==> src/icrc_pkg.sv <==
`timescale 1ns / 1ps

package icrc_pkg;

   typedef struct packed {
      logic               running;
      logic signed [23:0] active_ref;
      logic signed [23:0] reactive_ref;
      logic signed [15:0] cos_theta;
      logic signed [15:0] sin_theta;
      logic signed [23:0] bridge_current;
      logic        [22:0] grid_rms;
      logic signed [23:0] bus_voltage;
      logic               counting_up;
   } req_type;

   typedef struct packed {
      logic [15:0] duty_a;
      logic [15:0] duty_b;
      logic        drive_enable;
   } rsp_type;

   // divider handshake toward the sequencer
   typedef struct packed {
      logic busy;
      logic done;
   } div_stat_type;

   localparam int CSR_IDX_W = 3;
   localparam int CSR_DAT_W = 16;

   localparam logic [CSR_IDX_W-1:0] CSR_PROP_GAIN     = 3'd0;
   localparam logic [CSR_IDX_W-1:0] CSR_REPEAT_GAIN   = 3'd1;
   localparam logic [CSR_IDX_W-1:0] CSR_LEAD_STEPS    = 3'd2;
   localparam logic [CSR_IDX_W-1:0] CSR_DEADTIME_ON   = 3'd3;
   localparam logic [CSR_IDX_W-1:0] CSR_CURRENT_BAND  = 3'd4;
   localparam logic [CSR_IDX_W-1:0] CSR_COMP_STEP     = 3'd5;
   localparam logic [CSR_IDX_W-1:0] CSR_DUTY_FLOOR    = 3'd6;
   localparam logic [CSR_IDX_W-1:0] CSR_DUTY_CEILING  = 3'd7;

   localparam logic [15:0] RST_PROP_GAIN    = 16'd768;
   localparam logic [15:0] RST_REPEAT_GAIN  = 16'd62259;
   localparam logic [9:0]  RST_LEAD_STEPS   = 10'd15;
   localparam logic [15:0] RST_CURRENT_BAND = 16'd77;
   localparam logic [15:0] RST_COMP_STEP    = 16'd2621;
   localparam logic [15:0] RST_DUTY_FLOOR   = 16'd3277;
   localparam logic [15:0] RST_DUTY_CEILING = 16'd62258;

   localparam int MUL_A_W = 40;
   localparam int MUL_B_W = 24;
   localparam int MUL_P_W = MUL_A_W + MUL_B_W;

   localparam int DVD_W = 58;
   localparam int DVS_W = 23;

   localparam logic signed [MUL_B_W-1:0] SQRT2_Q14 = 24'sd23170;

endpackage

==> src/icrc_mul.sv <==
`timescale 1ns / 1ps

module icrc_mul (
   input  logic                                  clock,
   input  logic signed [icrc_pkg::MUL_A_W-1:0]   mul_a,
   input  logic signed [icrc_pkg::MUL_B_W-1:0]   mul_b,
   output logic signed [icrc_pkg::MUL_P_W-1:0]   prod
);

   logic signed [icrc_pkg::MUL_P_W-1:0] prod_ff;
   logic signed [icrc_pkg::MUL_P_W-1:0] prod_in;

   assign prod_in = icrc_pkg::MUL_P_W'(mul_a) * icrc_pkg::MUL_P_W'(mul_b);

   always_ff @(posedge clock) begin
      prod_ff <= prod_in;
   end

   assign prod = prod_ff;

endmodule

==> config.mk <==
export PLATFORM = sky130hd
export DESIGN_NAME = icrc_mul
export DESIGN_NICKNAME = d
export VERILOG_FILES = /design/src/icrc_pkg.sv /design/src/icrc_mul.sv
export SDC_FILE = /design/constraint.sdc
export NUM_CORES = 2
export LEC_CHECK = 0
export BUFFER_PORTS_ARGS = -buffer_cell sky130_fd_sc_hd__buf_2
export CAP_MARGIN = 10
export CORE_ASPECT_RATIO = 0.5
export CORE_MARGIN = 2
export CORE_UTILIZATION = 70
export DETAILED_ROUTE_END_ITERATION = 6
export MAX_ROUTING_LAYER = met4
export PLACE_DENSITY = 0.95
export SYNTH_ARGS = -nofsm -noshare
export SYNTH_HDL_FRONTEND = slang
export SYNTH_SLANG_ARGS = --single-unit
==> constraint.sdc <==
create_clock -name clock -period 12.4 [get_ports clock]
set_clock_uncertainty 0.05 [all_clocks]
set_input_delay 2.48 -clock clock [delete_from_list [all_inputs] [get_ports clock]]
set_output_delay 2.48 -clock clock [all_outputs]
set_load 0.03 [all_outputs]
== After elaboration in Yosys (flattened, before gate mapping) ==
Cells that the tools add are included.

* Flip-flop bits (word level): 64
* Bits of input ports: 65
* Output and inout bits: 64
* Word-level logic and storage cells: 2

* Multiply operators: 1

{| class="wikitable"
|+ Operators with widths
! cell !! number
|-
| 40-bit by 24-bit multiplier with 64-bit output || 1
|}

== Longest topological paths before layout ==
* Depth in word-level cells: 1
* Gate-level depth with buffers: 27
* Mapped depth without buffers: 25

== Least setup slack after synthesis ==
Ideal clock, no wire load.

* Kind: input-to-reg
* Start point: in mul_a[39] (netlist bit)
* End point: reg prod_ff (netlist bit prod[60])
* Library setup time: 135 ps
* Data arrival time: 8890 ps
* Data required time: 12215 ps
* Slack: 3325 ps
* Stages: 24
* Path buffers: 2
* Cell sequence: clkbuf_1 -> nand2_1 -> inv_1 -> fa_1 -> fa_1 -> fa_1 -> inv_1 -> fa_1 -> inv_1 -> fa_1 -> fa_1 -> inv_1 -> fa_1 -> inv_1 -> ha_1 -> clkbuf_1 -> a21o_1 -> o21bai_1 -> or3_1 -> o2111ai_1 -> a221oi_2 -> a311oi_4 -> o21a_2 -> o311ai_1

* Longest elaborated chain between the ends: 1

{| class="wikitable"
|+ Ends and longest elaborated chain
! item !! RTL line !! RTL
|-
| start, declared || icrc_mul.sv:5 || <nowiki>input logic signed [icrc_pkg::MUL_A_W-1:0] mul_a,</nowiki>
|-
| 40-bit by 24-bit multiplier with 64-bit output || icrc_mul.sv:13 || <nowiki>assign prod_in = icrc_pkg::MUL_P_W'(mul_a) * icrc_pkg::MUL_P_W'(mul_b);</nowiki>
|-
| named net prod_in (one bit) || icrc_mul.sv:11 || <nowiki>logic signed [icrc_pkg::MUL_P_W-1:0] prod_in;</nowiki>
|-
| end signal, assigned || icrc_mul.sv:16 || <nowiki>prod_ff <= prod_in;</nowiki>
|-
| end, declared || icrc_mul.sv:10 || <nowiki>logic signed [icrc_pkg::MUL_P_W-1:0] prod_ff;</nowiki>
|}

The timed path passes the listed nets, and every way through them passes these cells.

== Worst setup path in the final report ==
* Start point: in mul_b[12] (netlist bit)
* End point: reg prod_ff (netlist bit prod[60])

* Longest elaborated chain between the ends: 1

{| class="wikitable"
|+ Ends and longest elaborated chain
! item !! RTL line !! RTL
|-
| start, declared || icrc_mul.sv:6 || <nowiki>input logic signed [icrc_pkg::MUL_B_W-1:0] mul_b,</nowiki>
|-
| 40-bit by 24-bit multiplier with 64-bit output || icrc_mul.sv:13 ||
|-
| named net prod_in (one bit) || icrc_mul.sv:11 ||
|}

The timed path passes the listed nets, and every way through them passes these cells.

==> metrics.md <==
| Metric | Value |
|---|---|
| EDFF count, synth | `0` |
| Mapped Cells | `3728` |
| Critical path data required time | `12.62 ns` |
| Post-Route WL | `99200 um` |
| Top-area cell type share of the netlist area | `56.1%` |
| Largest net degree at the start of global routing | `41` |
| Max stage delay on crit path | `0.83 ns` |
| Clock root cell | `clkbuf_16` |
| Via count | `27100` |
| Ratio of final minimum period to clock period | `84.0%` |
| Avg Cell Area, Syn | `9.18 um^2` |
| Flops & latches, synth | `64` |
| Crit path time final | `10.42 ns` |
| Final Wtd Congestion | `0.964` |
| Final Util | `73.0%` |
| Cell Count, Final, Fillers Out | `4351` |
| Total track usage | `42.7%` |
| Max reg flops | `64` |
| Unique cell type count in the Yosys netlist | `65` |
| Core ar. | `48400 um^2` |
| Hold Vio Cnt, Final | `0` |
| IO Pins | `129` |
| Setup Buffers After CTS | `0` |
| Status | `finished with violations` |
| Row count | `57` |
| Num CTS Buffers | `9` |
| Final setup violation count | `0` |
| Via density per instance | `6.22` |
| CTS H-tree lvls | `3` |
| Vias in the first global route | `31400` |
| Synth Warn # | `0` |
| Hold path cells | `2` |
| Synth area leader | `fa_1` |
| MaxCap Viol Count | `0` |
| Post-route setup TNS | `0 ns` |
| Pins Over Slew Limit | `0` |
| Chip width | `317 um` |
| Tightest Pin Transition | `1.16 ns` |
| Clk buf depth | `2` |
| CTS tree | `done` |
| Worst setup SP type | `primary input` |
| Share of the yosys chip area belonging to registers | `3.74%` |
| Initial antenna violation count | `7` |
| DR DRC count | `1` |
| Worst Path Arrival | `10.64 ns` |
| Worst-path maximum fanout | `40` |
| DRT iter0 DRCs | `2840` |
| Post-cts resize count | `0` |
| Smallest hold slack | `2.63 ns` |
| Dpl cells | `4325` |
| Unrepaired setup endpoints after global routing | `no` |
| Layout area overhead | `3.30%` |
| Initial DRT Pass Iterations | `7` |
| Post-DP HPWL | `73300 um` |
| CP cell instances | `buf_2 -> nand2_1 -> fa_1 -> inv_1 -> fa_1 -> fa_1 -> fa_1 -> fa_1 -> fa_1 -> inv_1 -> fa_1 -> inv_1 -> ha_1 -> and4_1 -> and3_1 -> and4_1 -> nand3_1 -> a221oi_2 -> a311oi_4 -> o21a_2 -> o311ai_1` |
| Hold path start | `mul_a[0]` |
| Rel. slew slack | `22.7%` |
| Ys flop type | `dfxtp_1` |
| Commonest cells after routing, fill and taps aside | `inv_1 (965), fa_1 (959), nand2_1 (591), and2_1 (363), ha_1 (166)` |
| Synth Cell Area | `34200 um^2` |
| Port Buffer Count | `128` |
| Worst Setup End Kind | `flip-flop` |
| Worst min path class | `primary input to flip-flop` |
| Initial Util | `70.7%` |
| Failing checks | `DRC` |
| NumNets Final | `4877` |
| Die Area | `50800 um^2` |
| First-pass GRT wire length | `159000 um` |
| Synth area leaders | `fa_1 (56%), inv_1 (11%), and2_1 (6.6%)` |
| Wire per inst | `22.8 um` |
| Critical path buffers and inverters | `4` |
| Remaining global-route overflow | `0` |
| Synthesized Nets | `4918` |
| Worst hold endpoint | `prod[0]` |
| Sink Count | `64` |
| Kind of critical path | `primary input to flip-flop` |
| Top Family by Delay on Critical Path | `adder cells` |
| FFs w/ async S/R, synth | `0%` |
| F_max | `96.0 MHz` |
| Routed Antenna Nets | `0` |
| Chip Height | `160 um` |
| Slowest CP cell | `fa_1` |
| Commonest non-fill, non-tap cell in the layout | `inv_1` |
| Cell mode on critical path | `fa_1` |
| # hold bufs at CTS | `0` |
| Reg clk slew, reported paths | `0.06 ns` |
| Share of cells above drive strength 1 | `4.47%` |
==> Yosys cell counts, drive strengths merged, types with 12 or more instances <==
cell type and number:
dfxtp 64, xor2 21, nand2b 12, a21oi 58, a21o 42, ha 166
fa 959, nor2 66, clkbuf 188, o21a 13, and3 12, nand3 15
inv 965, nand2 592, and2 363, xnor2 47, o21ai 36
==> routing by layer <==
| metal | GRT usage, % | part of all wire [%] | vias up |
|---|---|---|---|
| met5 | - | 0 | - |
| met4 | 33.0 | 9.9 | 0 |
| met3 | 13.4 | 13 | 1015 |
| met2 | 65.9 | 47 | 2238 |
| met1 | 46.2 | 30 | 13300 |
| li1 | - | - | 10500 |
==> cell families (layout without fill, tap and decap cells) <==
logic type / Yosys count / count (layout) / share of synthesized area, %
compound gates: 211 / 211 / 4.20
xor+xnor: 68 / 68 / 1.74
fa+ha+maj: 1125 / 1125 / 62.2
buf+inv: 1154 / 1118 / 12.7
flops: 64 / 64 / 3.74
mux: 1 / 1 / 0.0293
other cells: 0 / 10 / 0
simple gates: 1105 / 1105 / 15.4
==> area by class of cell <==
| class | count | area (um^2) |
|---|---|---|
| Clock buffer | 13 | 260 |
| Antenna cell | 10 | 25.0 |
| Timing Repair Buffer | 137 | 708 |
| Tap cell | 649 | 812 |
| Fill cell | 3027 | 13100 |
| Sequential cell | 64 | 1280 |
| Inverter | 965 | 3620 |
| Clock inverter | 3 | 40.0 |
| Multi-Input combinational cell | 2510 | 28600 |
==> stage by stage <==
step,area (um^2),setup slack (ns)
after floorplan,34200,3.33
after detailed placement,35000,2.24
after CTS,35300,2.55
final,35300,1.98
after global placement,35000,2.29
after global routing,35300,1.89
==> worst max-delay path by stage <==
stage | startpoint | endpoint | slack (ns) | depth (start not counted)
floorplan | mul_a[39] | prod[60] | 3.33 | 24
global placement | mul_b[23] | prod[60] | 2.29 | 22
detailed placement | mul_b[23] | prod[60] | 2.24 | 22
CTS | mul_b[23] | prod[60] | 2.55 | 22
global route | mul_b[14] | prod[60] | 1.89 | 21
finish | mul_b[12] | prod[60] | 1.98 | 21
Power is left out: the tool's default activity adds up to more than one toggle a clock period on the data nets, which glitch-free logic cannot reach.
