### config.mk
export PLATFORM = sky130hd
export DESIGN_NAME = icrc_div
export DESIGN_NICKNAME = d
export VERILOG_FILES = /design/src/icrc_pkg.sv /design/src/icrc_div.sv
export SDC_FILE = /design/constraint.sdc
export NUM_CORES = 1
export LEC_CHECK = 0
export ABC_CLOCK_PERIOD_IN_PS = 3590
export BUFFER_PORTS_ARGS = -buffer_cell sky130_fd_sc_hd__buf_2
export CAP_MARGIN = 20
export CORE_MARGIN = 5
export CORE_UTILIZATION = 40
export CTS_CLUSTER_DIAMETER = 50
export DETAILED_ROUTE_END_ITERATION = 7
export PLACE_DENSITY = 0.7
export SLEW_MARGIN = 20
export SYNTH_ARGS = -nofsm -noshare
export SYNTH_HDL_FRONTEND = slang
export SYNTH_SLANG_ARGS = --single-unit
### constraint.sdc
create_clock -name clock -period 3.59 [get_ports clock]
set_input_delay 0.718 -clock clock [delete_from_list [all_inputs] [get_ports clock]]
set_output_delay 0.718 -clock clock [all_outputs]
set_load 0.02 [all_outputs]
### src/icrc_pkg.sv
`timescale 1ns / 1ps

package icrc_pkg;

   typedef struct packed {
      logic               running;
      logic signed [23:0] active_ref;
      logic signed [23:0] reactive_ref;
      logic signed [15:0] cos_theta;
      logic signed [15:0] sin_theta;
      logic signed [23:0] bridge_current;
      logic        [22:0] grid_rms;
      logic signed [23:0] bus_voltage;
      logic               counting_up;
   } req_type;

   typedef struct packed {
      logic [15:0] duty_a;
      logic [15:0] duty_b;
      logic        drive_enable;
   } rsp_type;

   // divider handshake toward the sequencer
   typedef struct packed {
      logic busy;
      logic done;
   } div_stat_type;

   localparam int CSR_IDX_W = 3;
   localparam int CSR_DAT_W = 16;

   localparam logic [CSR_IDX_W-1:0] CSR_PROP_GAIN     = 3'd0;
   localparam logic [CSR_IDX_W-1:0] CSR_REPEAT_GAIN   = 3'd1;
   localparam logic [CSR_IDX_W-1:0] CSR_LEAD_STEPS    = 3'd2;
   localparam logic [CSR_IDX_W-1:0] CSR_DEADTIME_ON   = 3'd3;
   localparam logic [CSR_IDX_W-1:0] CSR_CURRENT_BAND  = 3'd4;
   localparam logic [CSR_IDX_W-1:0] CSR_COMP_STEP     = 3'd5;
   localparam logic [CSR_IDX_W-1:0] CSR_DUTY_FLOOR    = 3'd6;
   localparam logic [CSR_IDX_W-1:0] CSR_DUTY_CEILING  = 3'd7;

   localparam logic [15:0] RST_PROP_GAIN    = 16'd768;
   localparam logic [15:0] RST_REPEAT_GAIN  = 16'd62259;
   localparam logic [9:0]  RST_LEAD_STEPS   = 10'd15;
   localparam logic [15:0] RST_CURRENT_BAND = 16'd77;
   localparam logic [15:0] RST_COMP_STEP    = 16'd2621;
   localparam logic [15:0] RST_DUTY_FLOOR   = 16'd3277;
   localparam logic [15:0] RST_DUTY_CEILING = 16'd62258;

   localparam int MUL_A_W = 40;
   localparam int MUL_B_W = 24;
   localparam int MUL_P_W = MUL_A_W + MUL_B_W;

   localparam int DVD_W = 58;
   localparam int DVS_W = 23;

   localparam logic signed [MUL_B_W-1:0] SQRT2_Q14 = 24'sd23170;

endpackage

### src/icrc_div.sv
`timescale 1ns / 1ps

module icrc_div (
   input  logic                              clock,
   input  logic                              reset,
   input  logic                              start,
   input  logic [icrc_pkg::DVD_W-1:0]        dividend,
   input  logic [icrc_pkg::DVS_W-1:0]        divisor,
   output logic [icrc_pkg::DVD_W-1:0]        quotient,
   output icrc_pkg::div_stat_type            stat
);

   localparam int CNT_W = $clog2(icrc_pkg::DVD_W);

   logic                          busy_ff, busy_in;
   logic                          done_ff, done_in;
   logic [CNT_W-1:0]              cnt_ff, cnt_in;
   logic [icrc_pkg::DVS_W-1:0]    rem_ff, rem_in;
   logic [icrc_pkg::DVS_W-1:0]    dvs_ff, dvs_in;
   logic [icrc_pkg::DVD_W-1:0]    quo_ff, quo_in;
   logic [icrc_pkg::DVS_W:0]      shifted;
   logic [icrc_pkg::DVS_W+1:0]    trial;

   always_comb begin
      busy_in = busy_ff;
      done_in = 1'b0;
      cnt_in  = cnt_ff;
      rem_in  = rem_ff;
      dvs_in  = dvs_ff;
      quo_in  = quo_ff;
      shifted = {rem_ff, quo_ff[icrc_pkg::DVD_W-1]};
      trial   = {1'b0, shifted} - {2'b00, dvs_ff};
      if (start) begin
         busy_in = 1'b1;
         cnt_in  = CNT_W'(icrc_pkg::DVD_W - 1);
         rem_in  = '0;
         dvs_in  = divisor;
         quo_in  = dividend;
      end else if (busy_ff) begin
         // one restoring step per cycle, quotient bits shift in from the right
         if (!trial[icrc_pkg::DVS_W+1]) begin
            rem_in = trial[icrc_pkg::DVS_W-1:0];
            quo_in = {quo_ff[icrc_pkg::DVD_W-2:0], 1'b1};
         end else begin
            rem_in = shifted[icrc_pkg::DVS_W-1:0];
            quo_in = {quo_ff[icrc_pkg::DVD_W-2:0], 1'b0};
         end
         if (cnt_ff == '0) begin
            busy_in = 1'b0;
            done_in = 1'b1;
         end else begin
            cnt_in = cnt_ff - 1'b1;
         end
      end
   end

   always_ff @(posedge clock) begin
      if (reset) begin
         busy_ff <= 1'b0;
         done_ff <= 1'b0;
      end else begin
         busy_ff <= busy_in;
         done_ff <= done_in;
      end
      cnt_ff <= cnt_in;
      rem_ff <= rem_in;
      dvs_ff <= dvs_in;
      quo_ff <= quo_in;
   end

   assign quotient  = quo_ff;
   assign stat.busy = busy_ff;
   assign stat.done = done_ff;

endmodule

# Word level (Yosys, flattened, before mapping)
# Index checks and enable logic that the tools add are counted.
# totals
register_bits,112
latchBits,0
ramBits,0
romBits,0
input_bits,84
out_inout_bits,60
word_cells,22
mem_count,0
# op_classes
add_sub_neg,2
n_mul,0
div,0
order_cmp,0
n_eq_ne,0
shift,0
muxes,8
n_bitwise,2
reduce_logical,4
# op_table
operator,n
two-way mux 58 bit,2
subtractor 24 x 23 -> 25 bit,1
two-way mux 23 bit,1
zero test 6 bit,1
subtractor 6 x 1 -> 6 bit (second input constant),1
two-way mux 1 bit,5
OR reduction 3 bit,1
inverter 1 bit,2
AND reduction 2 bit,1
nonzero test 2 bit,1

# Depth between registers and ports, before layout
# logic_depth
depth_word,4
ltp_mapped,13
depth_no_buf,11

# Worst setup path before layout
# OpenSTA, ideal clock, no wires.
# synth_path
kind,register to register
start,reg quo_ff (netlist bit quotient[57])
end,reg rem_ff[10] (netlist name)
setup_ps,79
arrival_time_ps,2689
required_ps,3511
path_slack_ps,821
stages_incl_launch_ff,12
path_buffers,1
synth_period_minus_slack_ps,2769
path_cell_list,edfxtp_1 > inv_1 > ha_1 > fa_1 > nand2b_1 > a21oi_1 > o221ai_1 > a211oi_2 > nor2_4 > buf_6 > o31a_1 > a211oi_2
# synth_between
elab_chain_len,2
# synth_rtl
element,line_no,source
"start, declared",icrc_div.sv:20,"logic [icrc_pkg::DVD_W-1:0] quo_ff, quo_in;"
"start signal, assigned",icrc_div.sv:68,quo_ff <= quo_in;
subtractor 24 x 23 -> 25 bit,icrc_div.sv:32,"trial = {1'b0, shifted} - {2'b00, dvs_ff};"
two-way mux 23 bit,icrc_div.sv:41,if (!trial[icrc_pkg::DVS_W+1]) begin
"end signal, assigned",icrc_div.sv:66,rem_ff <= rem_in;
"end, declared",icrc_div.sv:18,"logic [icrc_pkg::DVS_W-1:0] rem_ff, rem_in;"
# No other way between the ends.
# A chain may end at the register's enable or synchronous reset.

# Worst setup path after layout
# layout_path
start,reg dvs_ff[17] (netlist name)
end,reg rem_ff[16] (netlist name)
# layout_between
elab_chain_len,2
# layout_rtl
element,line_no,source
"start, declared",icrc_div.sv:19,"logic [icrc_pkg::DVS_W-1:0] dvs_ff, dvs_in;"
"start signal, assigned",icrc_div.sv:67,dvs_ff <= dvs_in;
subtractor 24 x 23 -> 25 bit,icrc_div.sv:32,
two-way mux 23 bit,icrc_div.sv:41,
# No other way between the ends.

==> impl_metrics.ini <==
[run_status]
outcome = finished, final reports clean

[floorplan]
dieArea_sq_mm = 0.0172
initial_core_util_pct = 40.6
io-pin-count = 144
floorplan.rows = 44
floorplan.core_area_sq_mm = 0.0145
die_w_microns = 131
chipHeight_microns = 131

[global_routing]
globalRouteOverflowTotal = 0
grt_pass1_wl_mm = 22.3
gr-usage-all-layers_pct = 15.6
grt_pass1_vias = 4485
pin_count_of_the_biggest_net_entering_global_routing = 53
initial_antenna_violation_count = 0

[placed_design]
post-place-ws_ps = 452
gpl.final_weighted_congestion = 0.916
hpwl_mm = 9.97
port_bufs = 143

[clocking]
htreeDepth = 3
clk-insertion-delay-late_ps = 360
cts-resized-gates = 0
ctsHoldBuffers = 0
clock_sink_count = 112
tritoncts_clock_tree = done
cts.path.max_buffers = 2
path_clk_slew_ps = 80
number_of_buffers_inserted_by_post_cts_setup_repair = 0
clk_root_buffer_cell = sky130_fd_sc_hd__clkbuf_16
tritoncts.num_buffers = 9

[min_path]
hp-class = reg2reg
worstHoldPathCells = 2

[layout]
fillCellCount = 1294
regArea_sq_mm = 0.00305
layout_common_cells = 142 x sky130_fd_sc_hd__buf_2, 81 x sky130_fd_sc_hd__edfxtp_1, 57 x sky130_fd_sc_hd__mux2_2
n_antenna_cell = 0
mostFrequentLayoutCell = sky130_fd_sc_hd__buf_2
area_growth_syn_to_layout_pct = 20.8
drive_gt1_share_pct = 35.9
final_core_utilization_pct = 49.0
multi_input_comb_area_sq_mm = 0.00257
finish.net_count = 755

[sta]
timing_worst_slew_pin_value_ps = 941
worst_slack_setup_final_ps = 448
finalHoldViolations = 0
clock.fmax_ghz = 0.318
fin_tns_setup_ps = 0
fin_crit_sh_pct = 87.5
worst_hold_slack_ps = 506
period_needed_ps = 3140
report.final.slew_viol_count = 0
setup_violating_endpoint_count_in_the_final_report = 0
finClkSkew_ps = 10.9
timing.slew.headroom_pct = 37.1
rsz0062_at_grt = no

[setup_path]
startpoint_type = flip-flop
timing.critical_path.cells = inv_1 -> ha_1 -> a21o_1 -> a31o_2 -> a31oi_1 -> o221ai_2 -> nor2_4 -> and4b_1 -> a221oi_1 -> a211oi_1
cp.arrival_ps = 3370
worst_path_largest_cell_delay_ps = 770
worst-endpoint-required_ps = 3820
timing.setup.critical_path_class = reg2reg
ff2ff_path_depth = 10
path_max_fanout = 43
cp-end-kind = flip-flop
cpMaxStageDelayCell = sky130_fd_sc_hd__nor2_4

[synth]
postSynthAreaPerCell_sq_um = 11.5
ys_async_sr_fraction_pct = 0
netlist_instances = 511
yosys_warnings = 0
synth.largest_area_cell = sky130_fd_sc_hd__edfxtp_1
synthDominantCellAreaShare_pct = 41.4
ys_dominant_reg_cell = sky130_fd_sc_hd__edfxtp_1
synth.distinct_cells = 57
synth_top_cells_by_area = sky130_fd_sc_hd__edfxtp_1 41%, sky130_fd_sc_hd__mux2_2 11%, sky130_fd_sc_hd__dfxtp_1 11%
synth.ff_latch_count = 112
yosysSeqAreaShare_pct = 52.0
syn-num-nets = 620
count_of_flip_flops_with_a_built_in_enable_after_synthesis = 81
mappedNetlistArea_sq_mm = 0.00587

[pwr]
ir_drop_mv = 0.309
leakagePower_nw = 2.98
power_density_relative_to_cell_area_mw_per_mm2 = 492

[drt]
route.detailed.wl_per_inst_microns = 16.2
via_count = 4370
finalWirelength_mm = 13.5
number_of_optimization_iterations_in_the_first_detailed_route_pass = 5
postRouteAntennaNets = 0
iteration_0_drc_markers = 223
post-route-drc-count = 0
route.detailed.vias_per_inst = 5.23

[job]
max-cap-violations = 0
[worst paths after layout]
| check | slack (ps) | startpoint | end |
|---|---|---|---|
| setup / recovery | 450 | dvs_ff[17] | rem_ff[16] |
| hold reg to reg | 510 | rem_ff[9] | rem_ff[9] |
| setup reg to reg | 450 | dvs_ff[17] | rem_ff[16] |
| hold / removal | 510 | rem_ff[9] | rem_ff[9] |
[state kept, by name, summed over array words and instances (netlist names)]
| register | count |
|---|---|
| cnt_ff | 6 |
| dvs_ff | 23 |
| busy_ff | 1 |
| rem_ff | 23 |
| done_ff | 1 |
| quotient | 58 |
[worst max-delay path, delay by kind of cell (launching register included)]
family                     cells  cell delay (ps)
and+or+nand+nor                2             1050
DFF                            1              330
AOI/OAI and AO/OA              6             1230
buffers and inverters          1               40
adders and majority gates      1              350
[where the power goes]
group | internal [mW] | total, mW | switching (mW)
clock network | 0.621 | 1.10 | 0.484
registers | 1.53 | 1.60 | 0.0690
logic | 0.329 | 0.790 | 0.461
[cell type report]
class | count | share of cell area [%]
Sequential cell | 112 | 43.0
Multi-Input combinational cell | 341 | 36.2
Timing Repair Buffer | 149 | 11.1
Tap cell | 184 | 3.25
Clock buffer | 9 | 3.18
Inverter | 33 | 1.75
Clock inverter | 7 | 1.46
[cell usage after synthesis (7+ instances only)]
library cell / instances
sky130_fd_sc_hd__edfxtp_1: 81
sky130_fd_sc_hd__mux2_2: 57
sky130_fd_sc_hd__nor2_1: 46
sky130_fd_sc_hd__inv_1: 33
sky130_fd_sc_hd__dfxtp_1: 31
sky130_fd_sc_hd__a21oi_1: 28
sky130_fd_sc_hd__nand2_1: 26
sky130_fd_sc_hd__ha_1: 24
sky130_fd_sc_hd__a211oi_1: 21
sky130_fd_sc_hd__clkbuf_1: 15
sky130_fd_sc_hd__o21ai_0: 12
sky130_fd_sc_hd__nand2b_1: 9
sky130_fd_sc_hd__nor3_1: 9
sky130_fd_sc_hd__o211ai_1: 9
sky130_fd_sc_hd__o21a_1: 8
sky130_fd_sc_hd__xor2_1: 8
sky130_fd_sc_hd__a31oi_1: 7
sky130_fd_sc_hd__xnor2_1: 7
[logic make-up after synthesis]
| logic type | after synthesis | share of synthesized area [%] |
|---|---|---|
| adders and majority gates | 25 | 5.45 |
| buffers and inverters | 58 | 4.26 |
| and+or+nand+nor | 118 | 9.72 |
| AOI/OAI and AO/OA | 124 | 15.1 |
| xor gates and xnor gates | 15 | 2.24 |
| muxes | 59 | 11.3 |
| DFF | 112 | 52.0 |
[through the flow]
stage	area [sq um]	instances	total power, mW
6_report	7090	835	3.49
5_1_grt	7090	835	3.67
4_1_cts	7090	835	3.53
3_5_place_dp	6760	819	2.41
3_3_place_gp	6760	819	2.40
2_1_floorplan	5870	511	2.18
[metal layers]
metal  GRT usage [%]  wire length [microns]  vias to the layer above
met3            6.77                   1150                       17
met4            4.85                    234                        0
li1                -                      -                     2167
met5               0                      0                        -
met2            25.5                   6470                      149
met1            18.5                   5680                     2037
Note: power is estimated with default switching activity, not from simulation.
